===== src/rtl/xmbr_pkg.sv =====
// Shared types and constants for the XMODEM-CRC block receiver.
// No dependencies; imported by xmodem_block_receiver_core.
package xmbr_pkg;

  typedef logic [7:0] byte_t;
  typedef logic [2:0] kind_t;

  // Result kinds
  localparam kind_t KindData   = 3'd0;
  localparam kind_t KindCommit = 3'd1;
  localparam kind_t KindDup    = 3'd2;
  localparam kind_t KindNak    = 3'd3;
  localparam kind_t KindAbort  = 3'd4;
  localparam kind_t KindEnd    = 3'd5;

  // Header, reply, pad and inverse-base bytes
  localparam byte_t HdrSoh   = 8'h01;
  localparam byte_t HdrStx   = 8'h02;
  localparam byte_t HdrEot   = 8'h04;
  localparam byte_t ReplyAck = 8'h06;
  localparam byte_t ReplyNak = 8'h15;
  localparam byte_t PadByte  = 8'd26;
  localparam byte_t InverseBase = 8'd255;

  // Block sizes include number, inverse, payload and two CRC bytes
  localparam int SmallBlockTotal = 132;
  localparam int LargeBlockTotal = 1028;
  localparam int CountW = 10;
  localparam logic [CountW-1:0] SmallLastIdx = CountW'(SmallBlockTotal - 4 - 1);
  localparam logic [CountW-1:0] LargeLastIdx = CountW'(LargeBlockTotal - 4 - 1);

  localparam logic [15:0] CrcPoly = 16'h1021;

  // CRC-16/XMODEM, one byte, MSB first
  function automatic logic [15:0] crc_update(input logic [15:0] crc, input byte_t b);
    logic [15:0] c;
    c = crc ^ {b, 8'h00};
    for (int i = 0; i < 8; i++) begin
      if (c[15]) begin
        c = {c[14:0], 1'b0} ^ CrcPoly;
      end else begin
        c = {c[14:0], 1'b0};
      end
    end
    return c;
  endfunction

endpackage


===== src/rtl/xmodem_block_receiver_core.sv =====
// XMODEM-CRC (128/1K) block receiver: header parse, CRC check, verdicts.
// Depends on xmbr_pkg (kinds, header bytes, CRC function).
//
//  channel | valid      | stall      | payload
//  --------+------------+------------+---------------------
//  in      | in_valid_i | in_stall_o | rx_byte_i
//  out     | out_valid_o| out_stall_i| kind_o, out_byte_o
//
// One beat per cycle while the result is not stalled; a byte taken into the input
// register passes through the CRC update and phase logic, and any result it gives
// is captured in the result register. The 8-bit CRC update is combinational.
// Reset puts the receiver in header search with last block number 0.
// A stalled result holds the processing stage, whether or not the waiting byte
// gives a result; the input register then fills and in_stall_o rises.
// After EOT or an abort every byte is dropped until reset.
module xmodem_block_receiver_core (
  input  logic            clk_i,
  input  logic            rst_ni,
  input  logic            in_valid_i,
  output logic            in_stall_o,
  input  xmbr_pkg::byte_t rx_byte_i,
  output logic            out_valid_o,
  input  logic            out_stall_i,
  output xmbr_pkg::kind_t kind_o,
  output xmbr_pkg::byte_t out_byte_o
);
  import xmbr_pkg::*;

  localparam logic [2:0] PhHeader  = 3'd0;
  localparam logic [2:0] PhNumber  = 3'd1;
  localparam logic [2:0] PhInverse = 3'd2;
  localparam logic [2:0] PhPayload = 3'd3;
  localparam logic [2:0] PhCrcHi   = 3'd4;
  localparam logic [2:0] PhCrcLo   = 3'd5;
  localparam logic [2:0] PhDone    = 3'd6;

  // input register
  logic  in_valid_q;
  byte_t in_byte_q;

  // receiver state
  logic [2:0]        phase_q, phase_d;
  logic              large_q, large_d;
  logic [CountW-1:0] count_q, count_d;
  logic [15:0]       crc_q, crc_d;
  byte_t             number_q, number_d;
  byte_t             inverse_q, inverse_d;
  byte_t             crc_hi_q, crc_hi_d;
  byte_t             last_good_q, last_good_d;
  logic              pad_q, pad_d;

  // result register
  logic  out_valid_q;
  kind_t kind_q;
  byte_t out_byte_q;

  logic  out_free;
  logic  fire;
  logic  res_valid;
  kind_t res_kind;
  byte_t res_byte;
  logic [CountW-1:0] last_idx;
  logic [15:0]       crc_next;

  assign out_free   = !out_valid_q || !out_stall_i;
  assign fire       = in_valid_q && out_free;
  assign in_stall_o = in_valid_q && !out_free;

  assign last_idx = large_q ? LargeLastIdx : SmallLastIdx;
  assign crc_next = crc_update(crc_q, in_byte_q);

  always_comb begin
    phase_d     = phase_q;
    large_d     = large_q;
    count_d     = count_q;
    crc_d       = crc_q;
    number_d    = number_q;
    inverse_d   = inverse_q;
    crc_hi_d    = crc_hi_q;
    last_good_d = last_good_q;
    pad_d       = pad_q;
    res_valid   = 1'b0;
    res_kind    = KindData;
    res_byte    = '0;
    case (phase_q)
      PhHeader: begin
        if (in_byte_q == HdrEot) begin
          phase_d   = PhDone;
          res_valid = 1'b1;
          res_kind  = KindEnd;
          res_byte  = ReplyAck;
        end else if (in_byte_q == HdrSoh || in_byte_q == HdrStx) begin
          large_d = (in_byte_q == HdrStx);
          count_d = '0;
          crc_d   = '0;
          pad_d   = 1'b0;
          phase_d = PhNumber;
        end
      end
      PhNumber: begin
        number_d = in_byte_q;
        phase_d  = PhInverse;
      end
      PhInverse: begin
        inverse_d = in_byte_q;
        phase_d   = PhPayload;
      end
      PhPayload: begin
        crc_d = crc_next;
        if (count_q == last_idx) begin
          count_d = '0;
          phase_d = PhCrcHi;
        end else begin
          count_d = count_q + 1'b1;
        end
        if (!pad_q) begin
          if (in_byte_q == PadByte) begin
            pad_d = 1'b1;
          end else begin
            res_valid = 1'b1;
            res_kind  = KindData;
            res_byte  = in_byte_q;
          end
        end
      end
      PhCrcHi: begin
        crc_hi_d = in_byte_q;
        phase_d  = PhCrcLo;
      end
      PhCrcLo: begin
        res_valid = 1'b1;
        if (InverseBase - number_q != inverse_q) begin
          phase_d  = PhDone;
          res_kind = KindAbort;
        end else if (number_q == last_good_q) begin
          phase_d  = PhHeader;
          res_kind = KindDup;
          res_byte = ReplyAck;
        end else if (number_q != last_good_q + 8'd1) begin
          phase_d  = PhDone;
          res_kind = KindAbort;
        end else if (crc_q != {crc_hi_q, in_byte_q}) begin
          phase_d  = PhHeader;
          res_kind = KindNak;
          res_byte = ReplyNak;
        end else begin
          last_good_d = number_q;
          phase_d     = PhHeader;
          res_kind    = KindCommit;
          res_byte    = ReplyAck;
        end
      end
      default: begin
        phase_d = PhDone;
      end
    endcase
  end

  always_ff @(posedge clk_i or negedge rst_ni) begin
    if (!rst_ni) begin
      in_valid_q  <= 1'b0;
      phase_q     <= PhHeader;
      large_q     <= 1'b0;
      count_q     <= '0;
      crc_q       <= '0;
      number_q    <= '0;
      inverse_q   <= '0;
      crc_hi_q    <= '0;
      last_good_q <= '0;
      pad_q       <= 1'b0;
      out_valid_q <= 1'b0;
    end else begin
      if (!in_stall_o) begin
        in_valid_q <= in_valid_i;
      end
      if (fire) begin
        phase_q     <= phase_d;
        large_q     <= large_d;
        count_q     <= count_d;
        crc_q       <= crc_d;
        number_q    <= number_d;
        inverse_q   <= inverse_d;
        crc_hi_q    <= crc_hi_d;
        last_good_q <= last_good_d;
        pad_q       <= pad_d;
      end
      if (fire && res_valid) begin
        out_valid_q <= 1'b1;
      end else if (!out_stall_i) begin
        out_valid_q <= 1'b0;
      end
    end
  end

  // payload registers
  always_ff @(posedge clk_i) begin
    if (in_valid_i && !in_stall_o) begin
      in_byte_q <= rx_byte_i;
    end
    if (fire && res_valid) begin
      kind_q     <= res_kind;
      out_byte_q <= res_byte;
    end
  end

  assign out_valid_o = out_valid_q;
  assign kind_o      = kind_q;
  assign out_byte_o  = out_byte_q;

  a_done_sticky: assert property (@(posedge clk_i) disable iff (!rst_ni)
    phase_q == PhDone |=> phase_q == PhDone)
    else $error("left done phase");

  a_count_idle: assert property (@(posedge clk_i) disable iff (!rst_ni)
    phase_q != PhPayload |-> count_q == '0)
    else $error("byte count nonzero outside payload");

  a_no_pad_out: assert property (@(posedge clk_i) disable iff (!rst_ni)
    out_valid_o && kind_o == KindData |-> out_byte_o != PadByte)
    else $error("pad byte emitted as data");

  a_stall_cause: assert property (@(posedge clk_i) disable iff (!rst_ni)
    in_stall_o |-> in_valid_q && out_valid_q && out_stall_i)
    else $error("input stalled without a held result");

  a_hold_state: assert property (@(posedge clk_i) disable iff (!rst_ni)
    !fire |=> $stable(phase_q) && $stable(crc_q) && $stable(last_good_q))
    else $error("state moved without a beat");

endmodule

===== config.mk =====
export PLATFORM = sky130hd
export DESIGN_NAME = xmodem_block_receiver_core
export DESIGN_NICKNAME = d
export VERILOG_FILES = /design/src/rtl/xmbr_pkg.sv /design/src/rtl/xmodem_block_receiver_core.sv
export SDC_FILE = /design/constraint.sdc
export NUM_CORES = 1
export LEC_CHECK = 0
export BUFFER_PORTS_ARGS = -buffer_cell sky130_fd_sc_hd__buf_2
export CORE_MARGIN = 2
export CORE_UTILIZATION = 35
export DETAILED_ROUTE_END_ITERATION = 8
export GPL_ROUTABILITY_DRIVEN = 0
export SKIP_LAST_GASP = 1
export SYNTH_ARGS = -nofsm -noshare
export SYNTH_HDL_FRONTEND = slang
export SYNTH_SLANG_ARGS = --single-unit
export TNS_END_PERCENT = 30

===== constraint.sdc =====
create_clock -name clk_i -period 3.25 [get_ports clk_i]
set_input_delay 0.1625 -clock clk_i [delete_from_list [all_inputs] [get_ports clk_i]]
set_output_delay 0.1625 -clock clk_i [all_outputs]
set_load 0.005 [all_outputs]

==> impl_metrics.py, run 1 <==
metrics = {
    "status": {
        "status": "complete, no violations",
    },
    "setup_path": {
        "crit_required_ps": 3480,
        "crit_path_end": "pad_q$_DFFE_PN0P_",
        "r2r_cells": 7,
        "critPathLaunch": "phase_q[2]$_DFFE_PN0P_",
        "crit_type": "flip-flop to flip-flop",
        "timing.rr.end": "pad_q$_DFFE_PN0P_",
        "end_kind": "flip-flop",
        "start_kind": "flip-flop",
        "cp.arrival_ps": 3070,
        "rrSetupSlack_ps": 410,
        "r2r-start": "phase_q[2]$_DFFE_PN0P_",
        "crit_fanout": 34,
    },
    "pwr": {
        "powerDensity_nw_per_um2": 752,
        "power_leakage_nw": 2.08,
        "report.power.total_mw": 3.90,
        "sw_frac_of_total": 0.328,
        "clkPwrFrac": 0.269,
        "ir_drop_uv": 380,
        "combPwrFrac": 0.311,
        "p_int_mw": 2.62,
        "power_frac_seq": 0.420,
        "netSwitchingPower_mw": 1.28,
    },
    "floorplan": {
        "die_area_um2": 13600,
        "rows": 41,
        "core-area_um2": 12500,
        "start_util": 0.355,
        "die-height_um": 117,
        "die_w_um": 117,
        "io_pins": 25,
    },
    "clock_tree": {
        "clock_path_buffers": 2,
        "clkSlewWorstSetupHoldPaths_ps": 60,
        "cts_inserted_buffers": 9,
        "cts_hold_buf": 5,
        "post_cts_buffers": 0,
        "cts_htree_levels": 3,
        "cts_resized": 0,
        "clock-root-buffer": "clkbuf_16",
        "clock_sinks": 84,
        "cts_tree": "done",
        "worstSkewPairLatency_ps": 340,
    },
    "final_layout": {
        "utilization": 0.414,
        "seq_area_um2": 2200,
        "diodes": 0,
        "final_common_cell": "dfrtp_1",
        "final_cells": 608,
        "area_delta_synth_final_pct": 16.7,
        "fin_area_um2": 5180,
        "nets": 445,
        "final_layout_size_suffix_gt1_frac": 0.257,
        "final_cell_mix": "dfrtp_1 (65), xnor2_1 (56), nand2_1 (41)",
        "fill_cells": 1236,
        "multiInputGateArea_um2": 2130,
    },
    "detailed_routing": {
        "totalWireLength_um": 9240,
        "first_pass_iters": 4,
        "viasPerCell": 4.94,
        "vias": 3005,
        "wl_per_cell_um": 15.2,
        "first_iter_violations": 90,
        "drtAntennaViolNets": 0,
        "drc": 0,
    },
    "logic_synthesis": {
        "synth_ff_type": "dfrtp_1",
        "ys_async_sr_fraction": 0.774,
        "synth_fp_nets": 406,
        "synth_largest_area_cell": "dfrtp_1",
        "ys_seq_area_frac": 0.495,
        "synth_edf_count": 19,
        "yosys.area.top_type_share": 0.366,
        "avgSynthCellArea_um2": 11.3,
        "synth_area_um2": 4440,
        "synth_cell_type_count": 55,
        "synth_area_leaders": "dfrtp_1 (37%), edfxtp_1 (13%), xnor2_1 (11%)",
        "syn_inst": 392,
        "ys_seq_elements": 84,
        "synth_warnings": 0,
    },
    "global_route": {
        "grt_usage": 0.148,
        "grt_pass1_vias": 3078,
        "grt_max_degree": 35,
        "grt_pass1_wl_um": 15400,
        "overflow": 0,
        "antenna_found_initial": 0,
    },
    "sta": {
        "finalSetupViolations": 0,
        "final.min_clock_period_ps": 2840,
        "worst_pin_slew_ps": 906,
        "rsz0062_at_grt": "no",
        "finalClockSkew_ps": 7.82,
        "setup_tns_ps": 0,
        "hold_viol": 0,
        "clock.fmax_mhz": 352,
        "max_slew_margin": 0.395,
        "post-route-period-util": 0.875,
        "timing.final.max_slew_violations": 0,
    },
    "place": {
        "place_area_um2": 4810,
        "place_inst": 586,
        "portBuffers": 24,
        "dp_hpwl_um": 6680,
    },
    "job": {
        "drv_cap": 0,
    },
    "min_path": {
        "min_path_cells": 1,
        "hp-class": "input pin to flip-flop",
    },
}
[power groups by stage]
stage	sequential, mW	combinational, mW	clock (mW)
after global routing	1.69	1.34	1.12
after CTS	1.64	1.22	1.07
final	1.64	1.21	1.05
after global placement	1.65	1.19	0
after detailed placement	1.66	1.21	0
after floorplan	1.55	1.07	0
[area by class of cell]
cell class              count  area share
clock buffers              13      0.0565
clock inverters             3     0.00483
inverters                   5     0.00362
multi-input cells         286       0.411
flip-flops and latches     84       0.424
well taps                 172      0.0415
repair buffers             45      0.0589
[worst min path at each step]
stage                  from                      end  slack, ps
6_report       rx_byte_i[5]   in_byte_q[5]$_DFFE_PP_         10
5_1_grt        rx_byte_i[6]   in_byte_q[6]$_DFFE_PP_          4
4_1_cts        rx_byte_i[6]   in_byte_q[6]$_DFFE_PP_          4
3_5_place_dp         rst_ni  crc_hi_q[4]$_DFFE_PN0P_        210
3_3_place_gp         rst_ni  crc_hi_q[1]$_DFFE_PN0P_        200
2_1_floorplan        rst_ni   count_q[0]$_DFFE_PN0P_       -130
[per-stage QoR]
stage	setup WS, ps	hold slack [ps]
final	407	12.5
after global routing	182	3.81
after CTS	395	3.83
after detailed placement	409	212
after global placement	513	198
after floorplan	639	-133
[cells in the mapped netlist, types with 6 or more instances]
cell type	n
dfrtp_1	65
xnor2_1	56
nand2_1	41
mux2_2	31
edfxtp_1	19
nor2_1	18
o21ai_0	18
o31ai_2	15
clkbuf_1	10
nor3_1	10
nand4_1	9
a21oi_1	8
nand3_1	8
xor2_1	8
and2_1	6
[worst max-delay path, stage by stage (launching register included)]
cell and delay (ps):
dfrtp_1 490, or3_4 450, or4_4 510, o21bai_1 340, or2_1 440, buf_12 260, nor2_1 60, o22a_1 170
[sequential cells by signal, indices dropped and copies added, names as in the netlist, 3 cells and up]
register,cells
inverse_q,8
last_good_q,8
count_q,10
out_byte_o,8
kind_o,3
crc_q,16
number_q,8
crc_hi_q,8
in_byte_q,8
phase_q,3
[logic make-up after synthesis]
group | share of synthesized area
buf+inv | 0.0262
flops | 0.495
simple gates | 0.157
fa+ha+maj | 0.00563
compound gates | 0.112
xor+xnor | 0.126
mux | 0.0786
[per-layer routing]
layer / track usage / routed length, um / vias to the layer above
li1: - / - / 1481
met1: 0.192 / 4400 / 1472
met2: 0.249 / 4470 / 42
met3: 0.0208 / 234 / 10
met4: 0.0643 / 129 / 0
met5: 0 / 0 / -
Power figures use the tool's default switching activity.
==> run 2, diff against run 1 <==
--- a/config.mk
+++ b/config.mk
@@ -6,7 +6,8 @@
 export NUM_CORES = 1
 export LEC_CHECK = 0
 export BUFFER_PORTS_ARGS = -buffer_cell sky130_fd_sc_hd__buf_2
-export CORE_MARGIN = 2
+export CAP_MARGIN = 40
+export CORE_MARGIN = 8
 export CORE_UTILIZATION = 35
 export DETAILED_ROUTE_END_ITERATION = 8
 export GPL_ROUTABILITY_DRIVEN = 0
==> run 2 against run 1 <==
  * Sequential cell count unchanged
  * Largest cell class unchanged
  * Global-route usage shrank 2.3 points
  * Critical endpoint unchanged
  * Critical path type unchanged
  * Combinational power about the same
==> impl_metrics.py, run 2 (synthesized netlist as in run 1, its figures left out) <==
metrics = {
    "setup_path": {
        "crit_fanout": 34,
        "start_kind": "flip-flop",
        "r2r_cells": 7,
        "cp.arrival_ps": 3050,
        "crit_required_ps": 3470,
        "rrSetupSlack_ps": 420,
        "end_kind": "flip-flop",
        "crit_type": "flip-flop to flip-flop",
        "r2r-start": "phase_q[2]$_DFFE_PN0P_",
        "timing.rr.end": "pad_q$_DFFE_PN0P_",
    },
    "floorplan": {
        "core-area_um2": 12500,
        "die_w_um": 129,
        "die_area_um2": 16600,
        "start_util": 0.355,
        "io_pins": 25,
        "die-height_um": 129,
        "rows": 41,
    },
    "detailed_routing": {
        "first_pass_iters": 4,
        "viasPerCell": 5.06,
        "drtAntennaViolNets": 0,
        "first_iter_violations": 178,
        "drc": 0,
        "vias": 3081,
        "wl_per_cell_um": 16.0,
        "totalWireLength_um": 9720,
    },
    "min_path": {
        "hold_end": "in_byte_q[3]$_DFFE_PP_",
        "min_path_cells": 1,
        "hp-class": "input pin to flip-flop",
        "min_from": "rx_byte_i[3]",
    },
    "sta": {
        "worst_pin_slew_ps": 864,
        "finalSetupViolations": 0,
        "max_slew_margin": 0.423,
        "finalClockSkew_ps": 13.1,
        "worst_slack_ps": 419,
        "clock.fmax_mhz": 353,
        "timing.final.max_slew_violations": 0,
        "rsz0062_at_grt": "no",
        "post-route-period-util": 0.871,
        "setup_tns_ps": 0,
        "final.min_clock_period_ps": 2830,
        "hold_viol": 0,
    },
    "global_route": {
        "grt_max_degree": 35,
        "grt_pass1_vias": 3138,
        "grt_usage": 0.125,
        "antenna_found_initial": 0,
        "grt_pass1_wl_um": 16200,
        "overflow": 0,
    },
    "job": {
        "drv_cap": 0,
    },
    "final_layout": {
        "diodes": 0,
        "final_layout_size_suffix_gt1_frac": 0.254,
        "final_cells": 609,
        "largest_reg_flops": 16,
        "fin_area_um2": 5200,
        "final_cell_mix": "dfrtp_1 (65), xnor2_1 (56), nand2_1 (41)",
        "nets": 446,
        "reg.largest.list": "crc_q: 16 flops, count_q: 10 flops",
        "final_common_cell": "dfrtp_1",
        "fill_cells": 1252,
        "largest-register": "crc_q",
        "area_delta_synth_final_pct": 17.2,
    },
    "pwr": {
        "power_frac_seq": 0.411,
        "power_leakage_nw": 2.09,
        "ir_drop_uv": 282,
        "clkPwrFrac": 0.285,
        "netSwitchingPower_mw": 1.29,
        "report.power.total_mw": 3.99,
        "powerDensity_nw_per_um2": 768,
        "combPwrFrac": 0.304,
        "p_int_mw": 2.71,
        "sw_frac_of_total": 0.323,
    },
    "clock_tree": {
        "cts_htree_levels": 3,
        "cts_resized": 0,
        "clkSlewWorstSetupHoldPaths_ps": 60,
        "clock_sinks": 84,
        "cts_tree": "done",
        "clock_path_buffers": 2,
        "cts_inserted_buffers": 9,
        "worstSkewPairLatency_ps": 340,
        "clock-root-buffer": "clkbuf_16",
    },
    "place": {
        "place_area_um2": 4810,
        "dp_hpwl_um": 6850,
        "place_inst": 586,
        "portBuffers": 24,
        "place_ws_ps": 451,
    },
    "status": {
        "status": "complete, no violations",
    },
}
run 2: cell count changes in the layout (fill, tap and decap cells not counted), sizes merged:
cell,previous run,this run
bufinv,0,2
clkbuf,13,12
clkinv,2,1
clkinvlp,1,0
dlygate4sd3,6,7
inv,5,6
run 2: worst max path at each step:
stage	startpoint	to	slack, ps
after CTS	phase_q[2]$_DFFE_PN0P_	pad_q$_DFFE_PN0P_	420
after floorplan	in_byte_q[1]$_DFFE_PP_	kind_o[0]$_DFFE_PP_	640
after detailed placement	phase_q[2]$_DFFE_PN0P_	pad_q$_DFFE_PN0P_	450
final	phase_q[2]$_DFFE_PN0P_	pad_q$_DFFE_PN0P_	420
after global routing	phase_q[2]$_DFFE_PN0P_	pad_q$_DFFE_PN0P_	230
after global placement	phase_q[2]$_DFFE_PN0P_	pad_q$_DFFE_PN0P_	510
run 2: critical path: stages (launching register included):
cell and delay (ps):
dfrtp_1 490, or3_4 450, or4_4 510, o21bai_1 330, or2_1 430, buf_12 260
nor2_1 70, o22a_1 170
run 2: power groups by stage:
| stage | sequential, mW | combinational, mW | clock [mW] |
|---|---|---|---|
| 6_report | 1.64 | 1.22 | 1.14 |
| 3_3_place_gp | 1.65 | 1.19 | 0 |
| 3_5_place_dp | 1.67 | 1.21 | 0 |
| 5_1_grt | 1.69 | 1.34 | 1.20 |
| 4_1_cts | 1.65 | 1.23 | 1.15 |
| 2_1_floorplan | 1.55 | 1.07 | 0 |
run 2: final cells by class:
class / instances / area [um^2] / area share
Tap cell: 172 / 215 / 0.0413
Sequential cell: 84 / 2200 / 0.422
Clock inverter: 4 / 71.3 / 0.0137
Multi-Input combinational cell: 286 / 2130 / 0.409
Clock buffer: 12 / 258 / 0.0495
Timing Repair Buffer: 46 / 315 / 0.0606
Inverter: 5 / 18.8 / 0.00361
run 2: stage by stage:
step           hold WS [ps]  utilization
6_report               18.1        0.416
5_1_grt                2.37        0.416
4_1_cts                2.83        0.413
3_5_place_dp            269        0.384
3_3_place_gp            262        0.384
2_1_floorplan          -133            -
run 2: timing repair:
action / CTS / global route
buffers inserted: 0 / 0
hold endpoints to repair: 32 / 4
hold buffers: 3 / 4
run 2: routing by layer:
layer | global-route usage | wire length, um | up-vias
met3 | 0.0368 | 412 | 9
met2 | 0.212 | 4790 | 51
met5 | 0 | 0 | -
li1 | - | - | 1487
met1 | 0.152 | 4410 | 1534
met4 | 0.0339 | 112 | 0
